**src/design/rfbpfc_pkg.sv**
```systemverilog
// Shared types and codes for the RFB pixel format converter.
// Used by the cfg_regs, convert and top-level modules; depends on nothing.
package rfbpfc_pkg;

  // Configuration register indexes on the cfg_ write channel.
  typedef enum logic [2:0] {
    CFG_SOURCE_FORMAT  = 3'd0,
    CFG_OUT_MODE       = 3'd1,
    CFG_RED_WIDTH      = 3'd2,
    CFG_GREEN_WIDTH    = 3'd3,
    CFG_BLUE_WIDTH     = 3'd4,
    CFG_RED_POSITION   = 3'd5,
    CFG_GREEN_POSITION = 3'd6,
    CFG_BLUE_POSITION  = 3'd7
  } cfg_index_t;

  // Screen pixel formats.
  localparam logic [1:0] SRC_PALETTE  = 2'd0;
  localparam logic [1:0] SRC_RGB565   = 2'd1;
  localparam logic [1:0] SRC_XRGB8888 = 2'd2;

  // Client pixel layouts.
  localparam logic [2:0] MODE_ONE_BYTE     = 3'd0;
  localparam logic [2:0] MODE_TWO_NATIVE   = 3'd1;
  localparam logic [2:0] MODE_TWO_SWAPPED  = 3'd2;
  localparam logic [2:0] MODE_FOUR_NATIVE  = 3'd3;
  localparam logic [2:0] MODE_FOUR_SWAPPED = 3'd4;
  localparam logic [2:0] MODE_THREE_BYTES  = 3'd5;

  // Register contents after reset: xRGB8888 screen, 32-bit native client.
  localparam logic [1:0] SOURCE_FORMAT_RST  = SRC_XRGB8888;
  localparam logic [2:0] OUT_MODE_RST       = MODE_FOUR_NATIVE;
  localparam logic [3:0] WIDTH_RST          = 4'd8;
  localparam logic [4:0] RED_POSITION_RST   = 5'd16;
  localparam logic [4:0] GREEN_POSITION_RST = 5'd8;
  localparam logic [4:0] BLUE_POSITION_RST  = 5'd0;

  // Current client pixel format as one bundle.
  typedef struct packed {
    logic [1:0] source_format;
    logic [2:0] out_mode;
    logic [3:0] red_width;
    logic [3:0] green_width;
    logic [3:0] blue_width;
    logic [4:0] red_position;
    logic [4:0] green_position;
    logic [4:0] blue_position;
  } cfg_t;

endpackage

```
**src/design/rfbpfc_cfg_regs.sv**
```systemverilog
// Configuration register file of the RFB pixel format converter.
// Depends on rfbpfc_pkg for the register indexes, reset values and cfg_t.
module rfbpfc_cfg_regs (
  input  logic                clk,
  input  logic                rst_n,
  input  logic                wr_en,
  input  logic [2:0]          wr_index,
  input  logic [4:0]          wr_data,
  output rfbpfc_pkg::cfg_t    cfg
);

  rfbpfc_pkg::cfg_t cfg_r;
  rfbpfc_pkg::cfg_t cfg_nxt;

  // Decode the write beat onto one register.
  always_comb begin
    cfg_nxt = cfg_r;
    if (wr_en) begin
      unique case (rfbpfc_pkg::cfg_index_t'(wr_index))
        rfbpfc_pkg::CFG_SOURCE_FORMAT:  cfg_nxt.source_format  = wr_data[1:0];
        rfbpfc_pkg::CFG_OUT_MODE:       cfg_nxt.out_mode       = wr_data[2:0];
        rfbpfc_pkg::CFG_RED_WIDTH:      cfg_nxt.red_width      = wr_data[3:0];
        rfbpfc_pkg::CFG_GREEN_WIDTH:    cfg_nxt.green_width    = wr_data[3:0];
        rfbpfc_pkg::CFG_BLUE_WIDTH:     cfg_nxt.blue_width     = wr_data[3:0];
        rfbpfc_pkg::CFG_RED_POSITION:   cfg_nxt.red_position   = wr_data;
        rfbpfc_pkg::CFG_GREEN_POSITION: cfg_nxt.green_position = wr_data;
        rfbpfc_pkg::CFG_BLUE_POSITION:  cfg_nxt.blue_position  = wr_data;
        default:                        cfg_nxt = cfg_r;
      endcase
    end
  end

  // Register state, reset to a 32-bit xRGB client format.
  always_ff @(posedge clk) begin
    if (!rst_n) begin
      cfg_r.source_format  <= rfbpfc_pkg::SOURCE_FORMAT_RST;
      cfg_r.out_mode       <= rfbpfc_pkg::OUT_MODE_RST;
      cfg_r.red_width      <= rfbpfc_pkg::WIDTH_RST;
      cfg_r.green_width    <= rfbpfc_pkg::WIDTH_RST;
      cfg_r.blue_width     <= rfbpfc_pkg::WIDTH_RST;
      cfg_r.red_position   <= rfbpfc_pkg::RED_POSITION_RST;
      cfg_r.green_position <= rfbpfc_pkg::GREEN_POSITION_RST;
      cfg_r.blue_position  <= rfbpfc_pkg::BLUE_POSITION_RST;
    end else begin
      cfg_r <= cfg_nxt;
    end
  end

  assign cfg = cfg_r;

endmodule

```
**config.mk**
```make
export PLATFORM = sky130hd
export DESIGN_NAME = rfbpfc_cfg_regs
export DESIGN_NICKNAME = d
export VERILOG_FILES = /design/src/design/rfbpfc_pkg.sv /design/src/design/rfbpfc_cfg_regs.sv
export SDC_FILE = /design/constraint.sdc
export NUM_CORES = 1
export LEC_CHECK = 0
export ABC_AREA = 0
export BUFFER_PORTS_ARGS = -buffer_cell sky130_fd_sc_hd__buf_4
export CORE_MARGIN = 5
export CORE_UTILIZATION = 39
export DETAILED_ROUTE_END_ITERATION = 10
export GPL_TIMING_DRIVEN = 1
export PLACE_DENSITY = 0.66
export SYNTH_ARGS = -nofsm -noshare
export SYNTH_HDL_FRONTEND = slang
export SYNTH_SLANG_ARGS = --single-unit
```
**constraint.sdc**
```tcl
create_clock -name clk -period 1.1 [get_ports clk]
set_input_delay 0.165 -clock clk [delete_from_list [all_inputs] [get_ports clk]]
set_output_delay 0.165 -clock clk [all_outputs]
set_load 0.02 [all_outputs]
```
### Word level (Yosys, flattened, before mapping)

Index checks and enable logic that the tools add are counted.

* equality and inequality tests: 7
* reduce and logical (&&, ||, !) cells: 9

Operator list (count)
* 2-bit AND reduction: 8
* 3-bit equality test (second input constant): 4
* 3-bit by 2-bit equality test with 1-bit output (second input constant): 2
* 3-bit by 1-bit equality test with 1-bit output (second input constant): 1
* 3-bit logical NOT: 1

* output and inout port bits: 32
* logic and storage cells: 24
* flip-flop bits (word level): 32
* input port bits: 11

### Depth between registers and ports, before layout

* depth after elaboration: 2
* gate-level depth with buffers: 4
* depth with buffers taken out: 2

### Worst setup path after synthesis

No wires, ideal clock.

* path type: input port to flip-flop
* start point: input wr_index[1]
* end point: register cfg_r (netlist bit cfg[15])
* arrival time: 812 ps
* stages: 4
* required time: 1028 ps
* path buffers: 2
* slack: 216 ps
* library setup time: 72 ps
* cells stage by stage: buf_6 -> and4bb_1 -> buf_6 -> mux2i_1

* word-level cells in the longest chain between the ends: 2

Ends and longest elaborated chain
* from (decl): line rfbpfc_cfg_regs.sv:7 `input logic [2:0] wr_index,`
* 3-bit equality test: line rfbpfc_cfg_regs.sv:19 `unique case (rfbpfc_pkg::cfg_index_t'(wr_index))`
* 2-bit AND reduction (no source line)
* to (signal assigned): line rfbpfc_cfg_regs.sv:45 `cfg_r <= cfg_nxt;`
* to (decl): line rfbpfc_cfg_regs.sv:12 `rfbpfc_pkg::cfg_t cfg_r;`

No other way between the ends.
A chain may end at the register's enable or synchronous reset.

### Worst setup path in the final report

* start point: register cfg_r (netlist bit cfg[5])
* end point: output cfg[5] in the netlist's numbering

RTL lines
* to (decl): line rfbpfc_cfg_regs.sv:9 `output rfbpfc_pkg::cfg_t cfg`

No word-level cell between the ends.

==> results.ini <==
[pwr]
p_leak_uw=0.000797
cellPowerDensity_nw_per_um2=1340
ir_drop_mv=0.613

[synthesis]
synth_xor_area_share_pct=0
synthMuxAreaShare_pct=23.8
synth_compound_area_share_pct=0
syn_area_per_cell_um2=10.9
yosysSeqAreaShare_pct=47.5
synth.area.top_cells=dfxtp_1 48%, mux2i_1 24%, nand2_1 8.1%
synth_fa_ha_area_share_pct=0
synth_top_family_by_area=multiplexers
synthSimpleGateAreaFrac_pct=22.1
synth.top_cell.area_share_pct=47.5
yosysTopAreaCell=dfxtp_1
synth_warnings=0
netlist_area_um2=1350
syn_inst=124
synth_nets=135
ys_ff_latch=32
synth.distinct_cells=13

[timing]
finalHoldViolCount=0
fmax_mhz=977
relSlewSlack_pct=76.3
worst_clock_skew_ns=0
slew_viol_final=0
tns_ns=0
finalCritPeriodShare_pct=93.0
tightestPinTransition_ns=0.355
setup_viol=0
min_period_ns=1.02
rsz0062_at_grt=no

[clock_network]
insertion_delay_ns=0.33
postCtsHoldBufs=0
cts_root_buf=clkbuf_4
htree_levels=2
cts_resized=0
post_cts_buffers=0
cts_tree=yes
clkTransAtPathRegs_ns=0.11
numCtsBuffers=5
cts.sinks=32
cts.path.max_buffers=2

[setup_path]
reg2reg_from=cfg[18]
slowest_stage=dfxtp_1
crit_end=cfg[5]
critical_path.startpoint=cfg[5]
path_buf_inv=1
start_kind=register
crit_fanout=2
reg2regPathDepth=2
crit_path_max_incr_delay_ns=0.37
critPathTopFamily=flip-flops
path_depth=1
timing.rr.end=cfg[18]
path_class=register to primary output
r2r_slack_ns=0.45
worst-endpoint-required_ns=0.94
crit_chain=buf_4
endpoint_kind=primary output
crit_arrival_ns=0.86

[floorplan]
fp.dieH_um=68.8
core-area_um2=3340
die_w_um=68.8
io_pins=43
dieArea_um2=4730
rows=21
start_util_pct=40.4

[grt]
grt_pass1_vias=1037
antenna_found_initial=0
grt_overflow=0
grt_pass1_wl_mm=4.73
grt_max_degree=21
track_usage_pct=13.8

[final_layout]
largest_register_ffs=32
layout_commonest_cell=buf_4
most-common-layout-cells=45 x buf_4, 32 x mux2i_1, 32 x dfxtp_1
fillers=320
areaGrowthSynthToFinish_pct=28.7
num_antenna_cells=0
fin_util_pct=52.0
drive_above_1_share_pct=34.9
fin_nets=176

[detailed_routing]
viasPerCell=4.66
wl_per_cell_um=14.2
first_pass_iters=6
drc=0
via_count=987
drt-total-wl_mm=3.01
antenna_left=0
drt-initial-drc-count=43

[job]
cap_violations=0

[worst_hold_path]
hold_path_class=primary input to register

[placed_design]
port_buffers=42
gp_congestion=0.720
hpwl_mm=2.24

[outcome]
status=completed

[routing by layer]
| metal | track usage [%] | wire (um) | up-vias |
|---|---|---|---|
| met5 | 0 | 0 | - |
| met4 | 5.11 | 21 | 0 |
| met3 | 6.16 | 257 | 2 |
| met2 | 21.8 | 1400 | 27 |
| met1 | 16.5 | 1330 | 462 |
| li1 | - | - | 496 |
[kinds of logic (layout without fill, tap and decap cells)]
kind of cell | count (synthesis) | count (layout)
flops | 32 | 32
simple gates | 49 | 49
mux | 32 | 32
buf+inv | 11 | 53
[worst reg2reg max path: stages (launching register included)]
cell and delay [ns]:
dfxtp_1 0.33, nor2b_1 0.13, mux2i_1 0.08
[synth_stat cells]
| library cell | instances |
|---|---|
| buf_2 | 2 |
| buf_6 | 6 |
| and4b_1 | 1 |
| nand2_1 | 29 |
| nand4b_2 | 2 |
| and4bb_1 | 2 |
| nand4_2 | 1 |
| mux2i_1 | 32 |
| nor4b_4 | 1 |
| and4bb_2 | 1 |
| dfxtp_1 | 32 |
| nor2b_1 | 12 |
| clkbuf_1 | 3 |
[cell type report]
class	count	area (um^2)	area share [%]
Tap cell	46	57.6	3.32
Clock buffer	5	37.5	2.16
Sequential cell	32	641	36.9
Multi-Input combinational cell	81	618	35.6
Timing Repair Buffer	45	338	19.5
Clock inverter	3	42.5	2.45
[stage by stage]
stage / worst slack [ns] / std cells / cell area (um^2) / hold slack, ns / power [uW]
global placement: 0.0934 / 204 / 1650 / 0.435 / 1460
global route: 0.0298 / 212 / 1730 / 0.124 / 2430
CTS: 0.0749 / 212 / 1730 / 0.115 / 2340
finish: 0.0767 / 212 / 1730 / 0.107 / 2330
detailed placement: 0.0105 / 204 / 1650 / 0.448 / 1460
floorplan: 0.216 / 124 / 1350 / 0.326 / 1380
[power by group]
part	total (uW)	leakage (uW)	switching, uW	internal, uW
sequential	1200	0.000259	13.6	1180
combinational	237	0.000497	131	106
clock	894	0.0000412	420	474
[how the worst min path moves through the flow]
stage                     startpoint  endpoint  slack, ns  cells past startpoint
after floorplan           wr_data[4]   cfg[14]       0.33                      2
after global placement    wr_data[4]   cfg[14]       0.44                      3
after detailed placement  wr_data[4]   cfg[14]       0.45                      3
after CTS                 wr_data[4]   cfg[14]       0.11                      3
after global routing      wr_data[4]   cfg[14]       0.12                      3
final                     wr_data[4]   cfg[14]       0.11                      3
Note: power is estimated with default switching activity, not from simulation.
