<file path="src/design/rfbpfc_pkg.sv">
// Shared types and codes for the RFB pixel format converter.
// Used by the cfg_regs, convert and top-level modules; depends on nothing.
package rfbpfc_pkg;

  // Configuration register indexes on the cfg_ write channel.
  typedef enum logic [2:0] {
    CFG_SOURCE_FORMAT  = 3'd0,
    CFG_OUT_MODE       = 3'd1,
    CFG_RED_WIDTH      = 3'd2,
    CFG_GREEN_WIDTH    = 3'd3,
    CFG_BLUE_WIDTH     = 3'd4,
    CFG_RED_POSITION   = 3'd5,
    CFG_GREEN_POSITION = 3'd6,
    CFG_BLUE_POSITION  = 3'd7
  } cfg_index_t;

  // Screen pixel formats.
  localparam logic [1:0] SRC_PALETTE  = 2'd0;
  localparam logic [1:0] SRC_RGB565   = 2'd1;
  localparam logic [1:0] SRC_XRGB8888 = 2'd2;

  // Client pixel layouts.
  localparam logic [2:0] MODE_ONE_BYTE     = 3'd0;
  localparam logic [2:0] MODE_TWO_NATIVE   = 3'd1;
  localparam logic [2:0] MODE_TWO_SWAPPED  = 3'd2;
  localparam logic [2:0] MODE_FOUR_NATIVE  = 3'd3;
  localparam logic [2:0] MODE_FOUR_SWAPPED = 3'd4;
  localparam logic [2:0] MODE_THREE_BYTES  = 3'd5;

  // Register contents after reset: xRGB8888 screen, 32-bit native client.
  localparam logic [1:0] SOURCE_FORMAT_RST  = SRC_XRGB8888;
  localparam logic [2:0] OUT_MODE_RST       = MODE_FOUR_NATIVE;
  localparam logic [3:0] WIDTH_RST          = 4'd8;
  localparam logic [4:0] RED_POSITION_RST   = 5'd16;
  localparam logic [4:0] GREEN_POSITION_RST = 5'd8;
  localparam logic [4:0] BLUE_POSITION_RST  = 5'd0;

  // Current client pixel format as one bundle.
  typedef struct packed {
    logic [1:0] source_format;
    logic [2:0] out_mode;
    logic [3:0] red_width;
    logic [3:0] green_width;
    logic [3:0] blue_width;
    logic [4:0] red_position;
    logic [4:0] green_position;
    logic [4:0] blue_position;
  } cfg_t;

endpackage

</file>
<file path="src/design/rfbpfc_convert.sv">
// Combinational conversion of one screen pixel into client bytes.
// Depends on rfbpfc_pkg for cfg_t and the format and layout codes.
module rfbpfc_convert (
  input  rfbpfc_pkg::cfg_t cfg,
  input  logic [31:0]      source_pixel,
  input  logic [23:0]      palette_color,
  input  logic             palette_hit,
  output logic [31:0]      word,
  output logic [2:0]       byte_count
);

  // Keep the top bits of an 8-bit channel and move them to their position.
  function automatic logic [31:0] place_channel(input logic [7:0] c8,
                                                input logic [3:0] width,
                                                input logic [4:0] pos);
    logic [3:0] w;
    logic [3:0] sh;
    logic [7:0] v;
    w  = (width > 4'd8) ? 4'd8 : width;
    sh = 4'd8 - w;
    v  = c8 >> sh;
    return {24'd0, v} << pos;
  endfunction

  logic [2:0]  mode;
  logic [23:0] color;
  logic [7:0]  red;
  logic [7:0]  green;
  logic [7:0]  blue;
  logic [31:0] pix;
  logic        raw32;
  logic        raw16;

  // Unknown layouts fall back to four bytes native.
  assign mode = (cfg.out_mode > rfbpfc_pkg::MODE_THREE_BYTES) ?
                rfbpfc_pkg::MODE_FOUR_NATIVE : cfg.out_mode;

  // Same-endian cases that carry the screen pixel unchanged.
  assign raw32 = (cfg.source_format == rfbpfc_pkg::SRC_XRGB8888) &&
                 (mode == rfbpfc_pkg::MODE_FOUR_NATIVE);
  assign raw16 = (cfg.source_format == rfbpfc_pkg::SRC_RGB565) &&
                 (mode == rfbpfc_pkg::MODE_TWO_NATIVE) &&
                 (cfg.red_width == 4'd5) && (cfg.green_width == 4'd6) &&
                 (cfg.blue_width == 4'd5);

  // A palette index beyond the store reads as black.
  assign color = palette_hit ? palette_color : 24'd0;

  // Widen each channel to eight bits.
  always_comb begin
    red   = 8'd0;
    green = 8'd0;
    blue  = 8'd0;
    unique case (cfg.source_format)
      rfbpfc_pkg::SRC_PALETTE: begin
        red   = color[23:16];
        green = color[15:8];
        blue  = color[7:0];
      end
      rfbpfc_pkg::SRC_RGB565: begin
        red   = {source_pixel[15:11], 3'd0};
        green = {source_pixel[10:5], 2'd0};
        blue  = {source_pixel[4:0], 3'd0};
      end
      rfbpfc_pkg::SRC_XRGB8888: begin
        red   = source_pixel[23:16];
        green = source_pixel[15:8];
        blue  = source_pixel[7:0];
      end
      default: begin
        red   = 8'd0;
        green = 8'd0;
        blue  = 8'd0;
      end
    endcase
  end

  // Assemble the client pixel.
  assign pix = place_channel(red, cfg.red_width, cfg.red_position) |
               place_channel(green, cfg.green_width, cfg.green_position) |
               place_channel(blue, cfg.blue_width, cfg.blue_position);

  // Lay the bytes out for the wire, first byte in bits 7:0.
  always_comb begin
    if (raw32) begin
      word       = source_pixel;
      byte_count = 3'd4;
    end else if (raw16) begin
      word       = {16'd0, source_pixel[15:0]};
      byte_count = 3'd2;
    end else begin
      unique case (mode)
        rfbpfc_pkg::MODE_ONE_BYTE: begin
          word       = {24'd0, pix[7:0]};
          byte_count = 3'd1;
        end
        rfbpfc_pkg::MODE_TWO_NATIVE: begin
          word       = {16'd0, pix[15:0]};
          byte_count = 3'd2;
        end
        rfbpfc_pkg::MODE_TWO_SWAPPED: begin
          word       = {16'd0, pix[7:0], pix[15:8]};
          byte_count = 3'd2;
        end
        rfbpfc_pkg::MODE_FOUR_SWAPPED: begin
          word       = {pix[7:0], pix[15:8], pix[23:16], pix[31:24]};
          byte_count = 3'd4;
        end
        rfbpfc_pkg::MODE_THREE_BYTES: begin
          word       = {8'd0, pix[23:0]};
          byte_count = 3'd3;
        end
        default: begin
          word       = pix;
          byte_count = 3'd4;
        end
      endcase
    end
  end

endmodule

</file>
<file path="config.mk">
export PLATFORM = sky130hd
export DESIGN_NAME = rfbpfc_convert
export DESIGN_NICKNAME = d
export VERILOG_FILES = /design/src/design/rfbpfc_pkg.sv /design/src/design/rfbpfc_convert.sv
export SDC_FILE = /design/constraint.sdc
export NUM_CORES = 1
export LEC_CHECK = 0
export ABC_AREA = 1
export BUFFER_PORTS_ARGS = -buffer_cell sky130_fd_sc_hd__buf_2
export CAP_MARGIN = 10
export CORE_UTILIZATION = 55
export DETAILED_ROUTE_END_ITERATION = 16
export PLACE_DENSITY_LB_ADDON = 0.08
export SYNTH_ARGS = -nofsm -noshare
export SYNTH_HDL_FRONTEND = slang
export SYNTH_SLANG_ARGS = --single-unit
export TNS_END_PERCENT = 10
</file>
<file path="constraint.sdc">
create_clock -name vclk -period 4.7
set_input_delay 0.94 -clock vclk [all_inputs]
set_output_delay 0.94 -clock vclk [all_outputs]
set_load 0.02 [all_outputs]
</file>
* After elaboration in Yosys (flattened, before gate mapping)
Index checks and enable logic that the tools add are counted.
W data, S select, Z words.
** Cells by class
- $add $sub $neg :: 3
- Order comparisons :: 4
- Equality and inequality tests :: 10
- Shift-type cells :: 6
- Muxes and demuxes :: 14
- Bitwise logic cells :: 2
- Reduce and logical (&&, ||, !) cells :: 8
** Operator list (number)
- $pmux W32 S5 :: 1
- $shl A8 B5 Y32 :: 3
- $pmux W8 S3 :: 3
- $mux W32 :: 2
- $or A32 B32 Y32 :: 2
- $mux W24 :: 1
- $shr A8 B4 Y8 :: 3
- $eq A4 B3 Y1 const B :: 3
- $gt A4 B4 Y1 const B :: 3
- $mux W4 :: 3
- $sub A4 B4 Y4 const A :: 3
- $mux W3 :: 3
- $pmux W3 S3 :: 1
- $eq A3 B2 Y1 const B :: 2
- $eq A3 B3 Y1 const B :: 2
- $logic_and A1 B1 Y1 :: 5
- $eq A3 B1 Y1 const B :: 1
- $gt A3 B3 Y1 const B :: 1
- $logic_not A3 Y1 :: 1
- $eq A2 B1 Y1 const B :: 1
- $eq A2 B2 Y1 const B :: 1
- $logic_not A2 Y1 :: 1
- $reduce_or A2 Y1 :: 1
** Word-level totals
- Bits in registers :: 0
- Input port bits :: 89
- Output and inout bits :: 35
- Word-level logic and storage cells :: 47

* Longest topological paths before layout
- Word-level depth :: 10
- Gate-level depth with buffers :: 23
- Gate-level depth less buffers :: 22

* Least setup slack after synthesis
OpenSTA, ideal clock, no wires.
- Kind :: input to output
- Start point :: input port cfg[23] (netlist bit)
- End point :: output port word[9]
- Data arrival time :: 3.357 ns
- Data required time :: 3.760 ns
- Slack :: 0.403 ns
- Cell stages on the path :: 22
- Buffers on the path :: 1
- Cell sequence :: nor2_1 nand2_1 nand2_1 nand2_1 buf_2 ha_1 xor2_2 nor2_1 nand4_1 o21ai_2 inv_1 nor2_1 nand2_1 nand2_1 nand2_1 nand2_1 nand2_1 nand3b_1 nand2_1 nand2_1 nor2_1 nor2_1
** Between the ends
- Word-level cells in the longest chain between the ends :: 10
- Elaborated cells on any way between the ends :: 14
- Classes of those cells :: add/sub (1); order compare (1); eq/ne (1); shift (2); mux (4); bitwise (2); reduce/logical (3)
** Ends and longest elaborated chain
- from (decl) :: line rfbpfc_convert.sv:4 : input rfbpfc_pkg::cfg_t cfg,
- $gt A4 B4 Y1 :: line rfbpfc_convert.sv:19 : w = (width > 4'd8) ? 4'd8 : width;
- $mux W4 :: line rfbpfc_convert.sv:19
- $sub A4 B4 Y4 :: line rfbpfc_convert.sv:20 : sh = 4'd8 - w;
- $shr A8 B4 Y8 :: line rfbpfc_convert.sv:21 : v = c8 >> sh;
- $shl A8 B5 Y32 :: line rfbpfc_convert.sv:22 : return {24'd0, v} << pos;
- $or A32 B32 Y32 :: line rfbpfc_convert.sv:79 : assign pix = place_channel(red, cfg.red_width, cfg.red_position) |
- $or A32 B32 Y32 :: line rfbpfc_convert.sv:80 : place_channel(green, cfg.green_width, cfg.green_position) |
- $pmux W32 S5 :: line rfbpfc_convert.sv:92 : unique case (mode)
- $mux W32 * :: line rfbpfc_convert.sv:88 : end else if (raw16) begin
- $mux W32 * :: line rfbpfc_convert.sv:85 : if (raw32) begin
- to (decl) :: line rfbpfc_convert.sv:8 : output logic [31:0] word,
Every way passes the cells marked *; elsewhere a longest branch is shown, timed or not.

* Worst setup path after layout
- Start point :: input port cfg[23] (netlist bit)
- End point :: output port word[3]
Same word-level chain as after synthesis.

==> results.txt <==
The flow ran to the end, and the final reports show no timing, DRC or antenna violations. The cell count after synthesis came out at 1083. The final max-slew violation count came out at 0.

For this run the aggregate overflow at the end of global routing stands at 0. The maximum ir drop on the vdd rail came out at 0.00008734 V. The critical path class is in -> out.

STA classifies the critical path startpoint as an input port. The ratio of total power to cell area is 149.2 nW/µm². 0 antenna diodes ended up in the layout. Setup repair after global routing could not meet its margin everywhere. The number of optimization iterations in the first detailed-route pass is 8. For this design the top-level I/O count stands at 124. The post-synthesis instance area came out at 4856 µm².

The worst-margin pin slew is 0.7135 ns. The horizontal die dimension is 95.96 µm. The net switching power came out at 587.3 µW. The number of hold violations in the final report is 0. The synthesized area divided by synthesized cell count came out at 4.484 µm². For this run, the total global-route usage over all layers was measured as 0.4257. The via count normalized by instance count came out at 6.120. The number of core rows came out at 33.

The fraction of layout instances using a drive strength above 1 came out at 0.1872. The area used by sequential logic in the layout is 0 µm². The count of port buffers added during placement came out at 124. STA puts the critical path data required time at 3.76 ns. Sorting the synthesized cells by area gives the leading types as sky130_fd_sc_hd__nand3_1 (35%), sky130_fd_sc_hd__nand2_1 (31%), sky130_fd_sc_hd__nor2_1 (7.5%), sky130_fd_sc_hd__inv_1 (4.8%), sky130_fd_sc_hd__a21oi_1 (2.7%).

The total area inside the core boundary comes to 8382 µm². Timing analysis after detailed placement gives a worst setup slack of 0.02439 ns. The area share of the largest cell type after synthesis is 0.3453. Of the total power, the share spent switching nets is 0.6784. Routability-driven placement finished with a final weighted congestion of 1.024. The cell total after placement came out at 1288.

By count the netlist is led by sky130_fd_sc_hd__nand2_1 (400), sky130_fd_sc_hd__nand3_1 (335), sky130_fd_sc_hd__nor2_1 (97), sky130_fd_sc_hd__inv_1 (62), sky130_fd_sc_hd__clkbuf_1 (28). The aggregate routed wire length came out at 20570 µm. The part of the total power dissipated in the clock network is 0. The area of the die is 9208 µm². The internal cell power is 278.4 µW. The max-cap check violation count is 0. From synthesis to final layout, the design area changed by 19.51%. Entering global routing, the biggest net connects 33 pins. The number of nets handed over by synthesis was 1175. The worst path meets setup with 0.06126 ns of slack.

The maximum fanout encountered on the critical timing path came out at 5. The number of warning messages in the yosys log is 0. The arrival time of the worst setup path came out at 3.70 ns.

The peak clock frequency supported by timing is 0.2156 GHz. The tightest min-delay check is of the in -> out type. The sequential share of power came out at 0. Measured along the y axis, the die boundary spans 95.96 µm. STA classifies the critical path endpoint as an output port.

The DRC violation count after routing is 0. The share of the Yosys chip area taken by registers is 0. By instance count, the leading cell after synthesis is sky130_fd_sc_hd__nand2_1. The number of endpoints failing setup at the final stage came out at 0.

In this run the remaining antenna-violating nets after routing total 0. The final route contains 7901 vias. The netlist uses 36 different library cells. The via count of the first global-routing pass is 6458. The relative max-transition margin is 0.5193. The first-iteration detailed-routing DRC count is 954. For the finished layout, the period the worst path requires is 4.639 ns. The final cell count without fillers is 1291.

The number of buffers added to fix hold violations after cts came out at 0. The global-route wire length before repair is 30710 µm. The cell type contributing the most total cell area after synthesis is sky130_fd_sc_hd__nand3_1. Clock buffers in the final layout number 0.

The routed length per instance came out at 15.93 µm. The initial utilization of the core area, before any placement, comes to 0.5793. The design has 0 sequential cells. The final net count is 1280. The number of antenna violations at the first check in global routing is 0. The power share of the combinational group is 1.000. The static leakage came out at 3.288 nW.

Dividing the final minimum period by the clock period gives 0.9870. The placed wire-length estimate after detailed placement came out at 16350 µm.
-- final cells by class --
cell class / count / area [µm²]
inverters: 75 / 285.3
repair buffers: 159 / 900.9
well taps: 105 / 131.4
multi-input cells: 951 / 4481
repair inverters: 1 / 5.005
fillers: 931 / 2579
-- kinds of logic after synthesis --
logic type / synth area share
AND/OR/NAND/NOR: 0.7849
buffers and inverters: 0.1136
AO/OA/AOI/OAI: 0.08348
XOR/XNOR: 0.01031
adder cells (fa/ha/maj): 0.007731
-- critical path: stages --
cell and delay [ns]:
sky130_fd_sc_hd__buf_2 0.12, sky130_fd_sc_hd__nor2_1 0.10, sky130_fd_sc_hd__nand2_1 0.09, sky130_fd_sc_hd__nand2_1 0.10, sky130_fd_sc_hd__nand2_1 0.11, sky130_fd_sc_hd__ha_4 0.31
sky130_fd_sc_hd__clkinvlp_4 0.13, sky130_fd_sc_hd__nand2_1 0.17, sky130_fd_sc_hd__nand3_1 0.13, sky130_fd_sc_hd__nand2_1 0.13, sky130_fd_sc_hd__nand2_1 0.07, sky130_fd_sc_hd__nand2_2 0.13
sky130_fd_sc_hd__nand2_1 0.06, sky130_fd_sc_hd__nand2_1 0.10, sky130_fd_sc_hd__nand2_1 0.08, sky130_fd_sc_hd__nand2_1 0.12, sky130_fd_sc_hd__nand3_1 0.11, sky130_fd_sc_hd__nand3_2 0.16
sky130_fd_sc_hd__nand2_1 0.06, sky130_fd_sc_hd__nand3_1 0.10, sky130_fd_sc_hd__nor2_1 0.04, sky130_fd_sc_hd__nor2_1 0.13, sky130_fd_sc_hd__buf_4 0.17
-- routing by layer --
metal / up-vias / routed length [µm] / global-route usage
met5: - / 0 / 0
met4: 0 / 954 / 0.1841
met3: 74 / 2768 / 0.08136
met2: 559 / 8767 / 0.6679
met1: 3458 / 8076 / 0.5637
li1: 3810 / - / -
-- metrics by stage --
step	TNS [ns]	hold WS [ns]	utilization	area [µm²]	power [mW]
floorplan	0	2.055	-	4856	0.5425
global placement	0	2.190	0.6670	5590	0.7871
detailed placement	0	2.196	0.6670	5590	0.7923
CTS	0	2.199	0.6670	5590	0.7949
global route	-1.999	2.218	0.6923	5803	0.9408
finish	0	2.200	0.6923	5803	0.8658
-- timing repair --
item,4_1_cts,5_1_grt
setup buffers,0,2
endpoints found under the setup margin,0,32
gates resized for setup,0,49
-- power groups by stage --
stage	clock [mW]	combinational [mW]	sequential (mW)
after floorplan	0	0.542	0
after global placement	0	0.787	0
after detailed placement	0	0.792	0
after CTS	0	0.795	0
after global routing	0	0.941	0
final	0	0.866	0
-- cells in the final DEF (no fill, tap or decap), types with 9 or more instances in the layout --
| master | count |
|---|---|
| sky130_fd_sc_hd__o21ai_1 | 17 |
| sky130_fd_sc_hd__inv_1 | 60 |
| sky130_fd_sc_hd__a21oi_1 | 24 |
| sky130_fd_sc_hd__nand3_2 | 11 |
| sky130_fd_sc_hd__nand4_1 | 16 |
| sky130_fd_sc_hd__nand2_1 | 392 |
| sky130_fd_sc_hd__nor2_1 | 90 |
| sky130_fd_sc_hd__buf_4 | 41 |
| sky130_fd_sc_hd__nand3_1 | 326 |
| sky130_fd_sc_hd__buf_2 | 117 |
| sky130_fd_sc_hd__nand2_2 | 13 |
| sky130_fd_sc_hd__o211ai_1 | 9 |
-- final timing paths --
check                        start        to  slack [ns]  depth (start not counted)
setup / recovery           cfg[23]   word[3]        0.06                         23
hold / removal    source_pixel[30]  word[30]        2.20                          4
(Power assumes the default switching activity.)
